--- src/assert_macros.svh ---
// Assertion helpers for the RTL
`ifndef ASSERT_MACROS_SVH
`define ASSERT_MACROS_SVH

// Clocked assertion, off during reset
`define ASSERT_CLK(label, clk, rst, prop, msg) \
   label: assert property (@(posedge clk) disable iff (rst) prop) else $error(msg);

// Clocked assertion, checked during reset too
`define ASSERT_ALWAYS(label, clk, prop, msg) \
   label: assert property (@(posedge clk) prop) else $error(msg);

`endif

--- src/bht_pkg.sv ---
`default_nettype none
package bht_pkg;
   localparam logic [1:0] CMD_INSERT = 2'd0;
   localparam logic [1:0] CMD_SEARCH = 2'd1;
   localparam logic [1:0] CMD_DELETE = 2'd2;

   localparam logic [1:0] ST_OK       = 2'd0;
   localparam logic [1:0] ST_NOTFOUND = 2'd1;
   localparam logic [1:0] ST_FULL     = 2'd2;

   localparam int KEY_W = 32;
   localparam int RID_W = 31;

   typedef logic [KEY_W-1:0] key_type;
   typedef logic [RID_W-1:0] rid_type;
endpackage
`default_nettype wire

--- src/bht_mod.sv ---
`default_nettype none
module bht_mod #(
   parameter int NUM_BUCKETS = 16,
   parameter int RW = $clog2(NUM_BUCKETS) + 1
) (
   input  wire logic            clock,
   input  wire logic            reset,
   input  wire logic            start,
   input  wire bht_pkg::key_type key,
   output logic                 done,
   output logic [RW-1:0]        rem
);
   import bht_pkg::*;

   // floor(2^(32+L) / N) + 1 makes (key * MAGIC) >> (32+L) the exact quotient
   // for every 32-bit key
   localparam int L = $clog2(NUM_BUCKETS);
   localparam logic [63:0] MAGIC_W = ((64'd1 << (32 + L)) / 64'(NUM_BUCKETS)) + 64'd1;
   localparam logic [33:0] MAGIC = MAGIC_W[33:0];

   localparam logic [1:0] M_IDLE = 2'd0;
   localparam logic [1:0] M_LO   = 2'd1;
   localparam logic [1:0] M_HI   = 2'd2;
   localparam logic [1:0] M_REM  = 2'd3;

   logic [1:0]    step_ff, step_in;
   logic          done_ff, done_in;
   logic [65:0]   acc_ff, acc_in;
   logic [RW-1:0] r_ff, r_in;
   logic [15:0]   half;
   logic [49:0]   prod;
   logic [RW-1:0] q_lo;

   // one shared multiplier, one 16-bit key half a cycle
   always_comb begin
      half = (step_ff == M_HI) ? key[KEY_W-1:16] : key[15:0];
      prod = {34'b0, half} * {16'b0, MAGIC};
   end

   // only the low bits of the quotient matter for the remainder
   assign q_lo = acc_ff[32 + L +: RW];

   always_comb begin
      step_in = step_ff;
      done_in = 1'b0;
      acc_in  = acc_ff;
      r_in    = r_ff;
      unique case (step_ff)
         M_IDLE: begin
            if (start) begin
               step_in = M_LO;
            end
         end
         M_LO: begin
            acc_in  = {16'b0, prod};
            step_in = M_HI;
         end
         M_HI: begin
            acc_in  = acc_ff + {prod, 16'b0};
            step_in = M_REM;
         end
         M_REM: begin
            r_in    = key[RW-1:0] - RW'(q_lo * RW'(NUM_BUCKETS));
            done_in = 1'b1;
            step_in = M_IDLE;
         end
         default: begin
            step_in = M_IDLE;
         end
      endcase
   end

   always_ff @(posedge clock) begin
      if (reset) begin
         step_ff <= M_IDLE;
         done_ff <= 1'b0;
      end else begin
         step_ff <= step_in;
         done_ff <= done_in;
      end
      acc_ff <= acc_in;
      r_ff   <= r_in;
   end

   assign done = done_ff;
   assign rem  = r_ff;
endmodule
`default_nettype wire

--- config.mk ---
export PLATFORM = sky130hd
export DESIGN_NAME = bht_mod
export DESIGN_NICKNAME = d
export VERILOG_FILES = /design/src/assert_macros.svh /design/src/bht_pkg.sv /design/src/bht_mod.sv
export SDC_FILE = /design/constraint.sdc
export NUM_CORES = 1
export LEC_CHECK = 0
export BUFFER_PORTS_ARGS = -buffer_cell sky130_fd_sc_hd__buf_4
export CORE_ASPECT_RATIO = 2
export CORE_MARGIN = 3
export CORE_UTILIZATION = 47
export DETAILED_ROUTE_END_ITERATION = 8
export GPL_TIMING_DRIVEN = 0
export PLACE_DENSITY = 0.74
export SLEW_MARGIN = 10
export SYNTH_ARGS = -nofsm -noshare
export SYNTH_HDL_FRONTEND = slang
export SYNTH_SLANG_ARGS = --single-unit
--- constraint.sdc ---
create_clock -name clock -period 3.7 [get_ports clock]
set_input_delay 0.37 -clock clock [delete_from_list [all_inputs] [get_ports clock]]
set_output_delay 0.37 -clock clock [all_outputs]
set_load 0.1 [all_outputs]
* Word-level counts from Yosys, hierarchy flattened
Index checks and enable logic that the tools add are counted.
Cells by class: $mul 1, mux-type cells 5, reduce and logical (&&, ||, !) cells 2, equality and inequality tests 4, add/sub/neg operators 2
Operator list (number):
- 66-bit one-hot mux with 2 select lines | 1
- 66-bit by 65-bit adder with 66-bit output | 1
- 16-bit by 33-bit multiplier with 49-bit output (second input constant) | 1
- 16-bit two-way mux | 1
- 2-bit one-hot mux with 4 select lines | 1
- 5-bit subtractor | 1
- 2-bit equality test (second input constant) | 2
- 2-bit by 1-bit equality test with 1-bit output (second input constant) | 1
- 2-bit logical NOT | 1
- 2-bit two-way mux | 1
- 2-bit inequality test (second input constant) | 1
- 2-bit nonzero test | 1
- 1-bit two-way mux | 1
Word-level totals: register bits 74, output and inout bits 6, word-level logic and storage cells 18

* Longest topological paths before layout
Gate-level depths: netlist (run 1).
depth after elaboration 5, gate-level depth with buffers 14, mapped depth without buffers 12

* Worst setup path before layout (run 1)
OpenSTA, ideal clock, no wires.
kind register to register, start point reg step_ff[0], end point reg acc_ff[26], data pin, clock period less this slack 3230 ps, arrival time 2972 ps, cell stages (with the launch flop) 15, path slack 470 ps, path buffers 2, library setup time 258 ps, cell sequence dfxtp_1 -> inv_1 -> ha_1 -> clkbuf_1 -> clkbuf_1 -> mux2_2 -> ha_1 -> inv_1 -> fa_1 -> nor2b_4 -> o31ai_2 -> nand2_2 -> a221o_1 -> a211oi_2 -> nor3_2
On the way: cells in the longest elaborated chain, start to end 5
RTL lines:
- start: declaration | line bht_mod.sv:26 | logic [1:0] step_ff, step_in;
- start signal: assignment | line bht_mod.sv:78 | step_ff <= step_in;
- 2-bit equality test | line bht_mod.sv:36, bht_mod.sv:48
- 16-bit two-way mux | line bht_mod.sv:36 | half = (step_ff == M_HI) ? key[KEY_W-1:16] : key[15:0];
- 16-bit by 33-bit multiplier with 49-bit output | line bht_mod.sv:37 | prod = {34'b0, half} * {16'b0, MAGIC};
- 66-bit by 65-bit adder with 66-bit output | line bht_mod.sv:59 | acc_in = acc_ff + {prod, 16'b0};
- 66-bit one-hot mux with 2 select lines * | line bht_mod.sv:48 | unique case (step_ff)
- end signal: assignment | line bht_mod.sv:81 | acc_ff <= acc_in;
- end: declaration | line bht_mod.sv:28 | logic [65:0] acc_ff, acc_in;
Every way passes the cells marked *; elsewhere a longest branch is shown, timed or not. A chain may end at the register's enable or synchronous reset.

* Worst setup path in the final report (run 1)
start point reg step_ff[0], end point reg acc_ff[30], data pin
Same word-level chain as after synthesis.

==> flow_metrics.env, run 1 <==
export IMPL_status="completed"
export IMPL_layout_nets=309
export IMPL_post_drt_via_cell_ratio=5.76
export IMPL_routed_wl_mm=4.88
export IMPL_netlist_top_cells_area="edfxtp_1, ha_1, mux2_2, a21oi_1, nor2_1"
export IMPL_final_max_slew_viol_count=0
export IMPL_clkLatencyLatePin_ns=0.29
export IMPL_peakVddDrop_v=0.000704
export IMPL_postRouteAntennaNets=0
export IMPL_timing_hold_ws_ns=0.256
export IMPL_grt_overflow=0
export IMPL_critical_path_arrival_ns=3.54
export IMPL_worst_ep_required_time_ns=3.83
export IMPL_worstHoldPathType="input port to flip-flop"
export IMPL_synth_area_um2=2200
export IMPL_dr_pass1_iters=4
export IMPL_final_layout_size_suffix_gt1_share_pct=31.5
export IMPL_async_reset_ff_share_pct=0
export IMPL_start_kind="flip-flop"
export IMPL_clk_path_buf_depth=2
export IMPL_finalInstanceArea_um2=2690
export IMPL_max_cap_viol_count=0
export IMPL_worstReg2RegEnd="acc_ff[30]"
export IMPL_synth_area_per_cell_um2=10.7
export IMPL_grt_pass1_vias=1767
export IMPL_dpl_hpwl_mm=3.76
export IMPL_dr_first_iter_drc_count=46
export IMPL_tightest_slew_ns=0.972
export IMPL_ctsRootBufferMaster="clkbuf_8"
export IMPL_ys_seq_elements=29
export IMPL_worst_clock_skew_ns=0.00612
export IMPL_crit_start="step_ff[0]"
export IMPL_ff_latch_area_um2=841
export IMPL_yosysSeqAreaShare_pct=38.1
export IMPL_num_vias=1773
export IMPL_setup_violations=0
export IMPL_fmax_mhz=293
export IMPL_grt_setup_unrepaired="no"
export IMPL_coreArea_um2=4420
export IMPL_clk_pin_slew_ns=0.07
export IMPL_syn_to_final_growth_pct=22.0
export IMPL_finalCritPeriodShare_pct=92.2
export IMPL_min_from="reset"
export IMPL_reg2reg_from="step_ff[0]"
export IMPL_cts_sinks=29
export IMPL_multi_input_area_um2=1320
export IMPL_io_buffers=40
export IMPL_synth_common_cells="edfxtp_1, ha_1, nor2_1, mux2_2, a21oi_1"
export IMPL_num_io_pins=41
export IMPL_end_kind="flip-flop"
export IMPL_yosysTopAreaCell="edfxtp_1"
export IMPL_timing_worst_setup_path_type="flip-flop to flip-flop"
export IMPL_synth_cell_types=48
export IMPL_cts_tree="built"
export IMPL_num_rows=34
export IMPL_grt_use_total_pct=19.2
export IMPL_yosysWarnings=0
export IMPL_antenna_cells=0
export IMPL_dieArea_um2=5600
export IMPL_grt_start_max_net_pins=23
export IMPL_postSynthCellCount=207
export IMPL_hold_viol=0
export IMPL_numCtsBuffers=5
export IMPL_grt_pass1_wl_mm=7.68
export IMPL_ctsHoldBuffers=0
export IMPL_initial_core_util_pct=49.8
export IMPL_wl_per_cell_um=15.8
export IMPL_power_density_nw_per_um2=896
export IMPL_power_leakage_nw=1.12
export IMPL_antenna_found_initial=0
export IMPL_gp_congestion=0.857
export IMPL_r2r_slack_ns=0.29
export IMPL_yosysTopAreaCellShare_pct=35.4
export IMPL_crit_path_end="acc_ff[30]"
export IMPL_yosysMostFrequentCell="edfxtp_1"
export IMPL_die_w_um=54.4
export IMPL_drc=0
export IMPL_cts_max_level=2
export IMPL_rr_worst_depth=13
export IMPL_period_minus_slack_ns=3.41
export IMPL_die_h_um=103
export IMPL_syn_nets=263
export IMPL_ys_flop_type="edfxtp_1"
export IMPL_fill_cells=394
export IMPL_placed_area_um2=2570
export IMPL_maxSlewHeadroom_pct=35.2
export IMPL_synth_edff_count=26
export IMPL_cp_max_fo=10
## cells by family after synthesis
group	share of synthesized area, %
AND/OR/NAND/NOR	15.0
AO/OA/AOI/OAI	17.4
flip-flops	38.1
adder cells (fa/ha/maj)	12.3
multiplexers	9.99
XOR/XNOR	5.16
buffers and inverters	2.04
## power breakdown
part	internal, mW	leakage [nW]	switching [mW]
logic	0.601	0.789	0.826
registers	0.568	0.277	0.0653
clock network	0.220	0.0585	0.132
## worst max-delay path: stages (launching register included)
cell	delay, ns
dfxtp_1	0.31
inv_1	0.12
ha_1	0.34
clkbuf_4	0.30
mux2_2	0.35
ha_1	0.22
inv_1	0.08
fa_1	0.23
nor2b_4	0.06
o31ai_2	0.27
nand2_2	0.14
a221o_1	0.37
a31oi_2	0.24
mux2i_1	0.22
## routing by layer
metal  up-vias  global-route usage (%)  wire length [um]
met5         -                       0                 0
met4         0                    9.79               131
met3         8                    3.47               157
met2        29                    35.5              2810
met1       861                    19.3              1780
li1        875                       -                 -
## registers in the layout, indices dropped and copies added (netlist names)
signal / cells
rem: 5
done: 1
step_ff: 2
acc_ff: 21
## how the worst min path moves through the flow
stage,end,slack (ns),cells past startpoint
after floorplan,done,0.44,1
after global routing,step_ff[0],0.25,2
after CTS,step_ff[1],0.25,2
final,step_ff[1],0.26,2
after detailed placement,step_ff[0],0.56,2
after global placement,step_ff[0],0.54,2
## repair_timing
item | in CTS | in global routing
setup endpoints to repair | 4 | 9
setup buffers | 0 | 0
pin swaps | 0 | 0
resized for setup | 1 | 4
## through the flow
step / instances / setup TNS, ns / util, % / power, mW / worst slack [ns]
final: 308 / 0 / 60.8 / 2.41 / 0.289
after global routing: 308 / 0 / 60.8 / 2.60 / 0.0700
after CTS: 309 / 0 / 60.8 / 2.43 / 0.00762
after detailed placement: 301 / -0.135 / 58.1 / 2.07 / -0.0883
after global placement: 301 / -0.0182 / 58.1 / 2.03 / -0.0182
after floorplan: 207 / 0 / - / 1.76 / 0.470
## cells in the final DEF (no fill, tap or decap), drive strengths merged, types with 2 or more instances in the layout
master and n:
a211oi 6, a21o 6, a21oi 14, a31oi 4
and2 3, and3 5, buf 40, clkbuf 11
dfxtp 3, edfxtp 26, ha 20, inv 7
mux2 16, mux2i 4, nand2 9, nand2b 5
nand3 3, nor2 17, nor2b 5, nor3 7
o211ai 2, o21ai 8, o22ai 2, o311ai 2
o31ai 3, xnor2 6, xor2 7
## area by class of cell
| type | instances | area share (%) |
|---|---|---|
| Sequential cell | 29 | 31.3 |
| Buffer | 4 | 0.744 |
| Clock inverter | 1 | 1.12 |
| Clock buffer | 7 | 3.21 |
| Inverter | 7 | 0.977 |
| Timing Repair Buffer | 40 | 11.2 |
| Multi-Input combinational cell | 166 | 49.0 |
| Tap cell | 54 | 2.51 |
Power figures use the tool's default switching activity.
==> run 2, diff against run 1 <==
==> constraint.sdc (replaced) <==
create_clock -name clock -period 3.4 [get_ports clock]
set_input_delay 0.34 -clock clock [delete_from_list [all_inputs] [get_ports clock]]
set_output_delay 0.34 -clock clock [all_outputs]
set_load 0.1 [all_outputs]
==> flow_metrics.env, run 2 (same netlist as run 1, synthesis figures left out) <==
export IMPL_status="completed"
export IMPL_grt_overflow=0
export IMPL_syn_to_final_growth_pct=23.0
export IMPL_routed_wl_mm=4.93
export IMPL_fmax_mhz=314
export IMPL_worst_clock_skew_ns=0.00638
export IMPL_period_minus_slack_ns=3.18
export IMPL_coreArea_um2=4420
export IMPL_internal_power_mw=1.52
export IMPL_antenna_cells=0
export IMPL_layout_nets=309
export IMPL_num_vias=1776
export IMPL_critPathMaxStageDelay_ns=0.38
export IMPL_ctsRootBufferMaster="clkbuf_8"
export IMPL_initial_core_util_pct=49.8
export IMPL_maxSlewHeadroom_pct=34.4
export IMPL_p_seq_share_pct=26.1
export IMPL_p_sw_mw=1.13
export IMPL_dp_cells=301
export IMPL_num_rows=34
export IMPL_dr_pass1_iters=4
export IMPL_end_kind="flip-flop"
export IMPL_max_cap_viol_count=0
export IMPL_grt_pass1_wl_mm=7.69
export IMPL_total_power_mw=2.65
export IMPL_cts_tree="built"
export IMPL_post_drt_via_cell_ratio=5.77
export IMPL_grt_pass1_vias=1763
export IMPL_tightest_slew_ns=0.984
export IMPL_critical_path_arrival_ns=3.21
export IMPL_hold_viol=0
export IMPL_clkLatencyLatePin_ns=0.29
export IMPL_finalCritPeriodShare_pct=93.6
export IMPL_grt_setup_unrepaired="no"
export IMPL_die_h_um=103
export IMPL_power_leakage_nw=1.13
export IMPL_worstPathCellList="inv_1 > ha_4 > clkbuf_2 > mux2_2 > ha_1 > and3_4 > a31oi_2 > a21boi_2 > o311ai_1 > xor2_1 > a21oi_1"
export IMPL_postRouteAntennaNets=0
export IMPL_post_cts_setup_buffers=0
export IMPL_p_comb_share_pct=59.5
export IMPL_largest_register_ff_count=21
export IMPL_cpMaxStageDelayCell="mux2_2"
export IMPL_grt_start_max_net_pins=23
export IMPL_dieArea_um2=5600
export IMPL_final_cell_mix="buf_4, edfxtp_1, ha_1, nor2_1, mux2_2"
export IMPL_wl_per_cell_um=16.0
export IMPL_top_register="acc_ff"
export IMPL_fin_cells=308
export IMPL_clk_path_buf_depth=2
export IMPL_p_clk_share_pct=14.4
export IMPL_worst_ep_required_time_ns=3.42
export IMPL_crit_buf_inv=2
export IMPL_numCtsBuffers=5
export IMPL_peakVddDrop_v=0.000769
export IMPL_cts_max_level=2
export IMPL_gp_congestion=0.857
export IMPL_final_max_slew_viol_count=0
export IMPL_layout_commonest_cell="buf_4"
export IMPL_clk_pin_slew_ns=0.07
export IMPL_power_density_nw_per_um2=978
export IMPL_switching_share_pct=42.6
export IMPL_dr_first_iter_drc_count=39
export IMPL_fill_cells=390
export IMPL_drc=0
export IMPL_timing_worst_setup_path_type="flip-flop to flip-flop"
export IMPL_setup_violations=0
export IMPL_grt_use_total_pct=19.3
export IMPL_die_w_um=54.4
export IMPL_dpl_hpwl_mm=3.76
export IMPL_antenna_found_initial=0
export IMPL_cts_sinks=29
export IMPL_start_kind="flip-flop"
export IMPL_cp_max_fo=10
export IMPL_final_layout_size_suffix_gt1_share_pct=31.9
export IMPL_io_buffers=40
export IMPL_worstHoldPathType="input port to flip-flop"
export IMPL_crit_family="compound AO/OA/AOI/OAI gates"
export IMPL_num_io_pins=41
run 2: through the flow:
stage / setup WS [ns] / utilization [%] / hold slack (ns) / instance area (um^2) / setup TNS, ns
final: 0.216 / 61.3 / 0.227 / 2710 / 0
after global routing: 0.00610 / 61.3 / 0.224 / 2710 / 0
after CTS: 0.0398 / 60.9 / 0.223 / 2690 / 0
after detailed placement: -0.388 / 58.1 / 0.529 / 2570 / -2.36
after global placement: -0.318 / 58.1 / 0.520 / 2570 / -1.78
after floorplan: 0.170 / - / 0.412 / 2200 / 0
run 2: timing repair:
item	in CTS	in global routing
gates resized for setup	4	3
pin swaps	0	0
hold buffers	0	0
endpoints found under the setup margin	13	6
run 2: final cells by class:
type / instances / area (um^2) / area share (%)
multi-input cells: 166 / 1340 / 49.4
inverters: 7 / 26.3 / 0.969
well taps: 54 / 67.6 / 2.49
flip-flops and latches: 29 / 841 / 31.0
repair buffers: 40 / 300 / 11.1
clock buffers: 7 / 86.3 / 3.18
plain buffers: 4 / 20.0 / 0.738
clock inverters: 1 / 30.0 / 1.11
run 2: routing by layer:
| metal | GRT usage [%] | vias to the layer above | wire [um] |
|---|---|---|---|
| met1 | 19.4 | 867 | 1790 |
| met3 | 3.47 | 8 | 164 |
| met4 | 9.60 | 0 | 131 |
| li1 | - | 871 | - |
| met5 | 0 | - | 0 |
| met2 | 35.5 | 30 | 2850 |
run 2: power by group through the flow:
stage,combinational [mW],clock [mW],sequential [mW]
after detailed placement,1.55,0,0.698
after global placement,1.52,0,0.688
final,1.58,0.382,0.692
after global routing,1.75,0.401,0.707
after floorplan,1.19,0,0.723
after CTS,1.57,0.386,0.691
run 2: worst paths after layout:
path / startpoint / endpoint / slack, ns / cells after the start
min reg2reg: step_ff[1] / step_ff[1] / 0.61 / 2
min: reset / step_ff[1] / 0.23 / 2
max reg2reg: step_ff[0] / acc_ff[34] / 0.22 / 11
max: step_ff[0] / acc_ff[34] / 0.22 / 11
==> run 3, diff against run 2 <==
--- a/config.mk
+++ b/config.mk
@@ -6,12 +6,14 @@
 export NUM_CORES = 1
 export LEC_CHECK = 0
 export BUFFER_PORTS_ARGS = -buffer_cell sky130_fd_sc_hd__buf_4
+export CELL_PAD_IN_SITES_DETAIL_PLACEMENT = 1
+export CELL_PAD_IN_SITES_GLOBAL_PLACEMENT = 2
 export CORE_ASPECT_RATIO = 2
 export CORE_MARGIN = 3
-export CORE_UTILIZATION = 47
+export CORE_UTILIZATION = 36
 export DETAILED_ROUTE_END_ITERATION = 8
 export GPL_TIMING_DRIVEN = 0
-export PLACE_DENSITY = 0.74
+export PLACE_DENSITY = 0.86
 export SLEW_MARGIN = 10
 export SYNTH_ARGS = -nofsm -noshare
 export SYNTH_HDL_FRONTEND = slang
==> flow_metrics.env, run 3 (same netlist as run 1, synthesis figures left out) <==
export IMPL_status="completed"
export IMPL_worst_ep_required_time_ns=3.42
export IMPL_timing_hold_ws_ns=0.237
export IMPL_max_cap_viol_count=0
export IMPL_critical_path_arrival_ns=3.29
export IMPL_cts_tree="built"
export IMPL_tightest_slew_ns=1.04
export IMPL_clk_pin_slew_ns=0.05
export IMPL_grt_overflow=0
export IMPL_clk_path_buf_depth=2
export IMPL_grt_start_max_net_pins=23
export IMPL_cts_max_level=2
export IMPL_peakVddDrop_v=0.000623
export IMPL_grt_setup_unrepaired="no"
export IMPL_wl_per_cell_um=18.5
export IMPL_period_minus_slack_ns=3.27
export IMPL_fmax_mhz=306
export IMPL_layout_nets=309
export IMPL_postRouteAntennaNets=0
export IMPL_dr_first_iter_drc_count=35
export IMPL_dieArea_um2=7160
export IMPL_num_io_pins=41
export IMPL_cp_max_fo=10
export IMPL_grt_pass1_wl_mm=9.29
export IMPL_final_cell_mix="buf_4, edfxtp_1, ha_1, nor2_1, mux2_2"
export IMPL_dr_pass1_iters=4
export IMPL_cts_sinks=29
export IMPL_ctsHoldBuffers=0
export IMPL_grt_pass1_vias=1929
export IMPL_setup_violations=0
export IMPL_post_drt_via_cell_ratio=5.66
export IMPL_power_leakage_nw=1.15
export IMPL_numCtsBuffers=5
export IMPL_drc=0
export IMPL_num_vias=1783
export IMPL_routed_wl_mm=5.82
export IMPL_top_register="acc_ff"
export IMPL_timing_worst_setup_path_type="flip-flop to flip-flop"
export IMPL_detailedPlace_worstSlack_ns=-0.489
export IMPL_syn_to_final_growth_pct=26.3
export IMPL_layout_commonest_cell="buf_4"
export IMPL_ctsRootBufferMaster="clkbuf_16"
export IMPL_maxSlewHeadroom_pct=30.6
export IMPL_largest_register_ff_count=21
export IMPL_num_rows=39
export IMPL_die_h_um=117
export IMPL_final_layout_size_suffix_gt1_share_pct=32.3
export IMPL_worst_clock_skew_ns=0.00515
export IMPL_power_density_nw_per_um2=1030
export IMPL_finalCritPeriodShare_pct=96.0
export IMPL_gp_congestion=0.774
export IMPL_end_kind="flip-flop"
export IMPL_grt_use_total_pct=18.3
export IMPL_initial_core_util_pct=38.0
export IMPL_start_kind="flip-flop"
export IMPL_clkLatencyLatePin_ns=0.29
export IMPL_antenna_found_initial=0
export IMPL_worstHoldPathType="input port to flip-flop"
export IMPL_fill_cells=653
export IMPL_dpl_hpwl_mm=4.50
export IMPL_coreArea_um2=5810
export IMPL_die_w_um=61.3
export IMPL_antenna_cells=0
export IMPL_final_max_slew_viol_count=0
export IMPL_io_buffers=40
export IMPL_setup_ws_ns=0.135
export IMPL_hold_viol=0
-- run 3: cell count changes in the layout (fill, tap and decap cells not counted) --
cell        previous run  this run
a31oi_4                0         1
clkbuf_1               3         2
clkbuf_16              0         5
clkbuf_8               6         0
clkinvlp_4             0         1
a31oi_2                2         1
clkinv_4               0         1
-- run 3: critical path, cell delays in order, from the launching register on --
cell and delay (ns):
dfxtp_1 0.31, inv_1 0.16, ha_4 0.22, clkbuf_2 0.30, mux2_2 0.37, ha_1 0.37
a211oi_1 0.24, o22ai_1 0.18, o21ai_2 0.19, nand2_1 0.12, a311oi_1 0.40, mux2i_1 0.13
-- run 3: timing repair --
item,in CTS,in global routing
gates resized for setup,5,3
pin swaps,0,0
setup buffers,0,0
setup endpoints to repair,15,6
-- run 3: final cells by class --
cell class	count	area (um^2)	share of cell area, %
inverters	7	26.3	0.944
clock buffers	5	125	4.49
repair buffers	40	300	10.8
multi-input cells	166	1350	48.4
plain buffers	4	20.0	0.719
flip-flops and latches	29	841	30.2
clock inverters	3	46.3	1.66
well taps	61	76.3	2.74
-- run 3: where the power goes --
group	internal, mW	switching [mW]	leakage, nW
clock network	0.346	0.174	0.0800
logic	0.673	0.979	0.792
registers	0.619	0.0777	0.277
-- run 3: metrics by stage --
stage	cell area [um^2]	setup TNS (ns)	power [mW]	std cells	utilization [%]
4_1_cts	2770	0	2.89	315	47.6
6_report	2780	0	2.87	315	47.9
3_3_place_gp	2580	-2.41	2.27	308	44.5
3_5_place_dp	2580	-3.35	2.31	308	44.5
5_1_grt	2780	0	3.09	315	47.9
2_1_floorplan	2200	0	1.91	207	-
-- run 3: final timing paths --
check	cells past startpoint	slack, ns	startpoint	endpoint
setup / recovery	11	0.13	step_ff[0]	acc_ff[31]
hold / removal	2	0.24	reset	done
hold reg to reg	2	0.59	step_ff[1]	step_ff[1]
setup reg to reg	11	0.13	step_ff[0]	acc_ff[31]
-- run 3: layer usage --
layer / part of all wire (%) / vias up / routed length [um] / global-route usage, %
met3: 2.9 / 11 / 168 / 3.54
met5: 0 / - / 0 / 0
met1: 35 / 864 / 2020 / 17.9
li1: - / 876 / - / -
met4: 3.6 / 0 / 209 / 9.92
met2: 59 / 32 / 3420 / 33.9
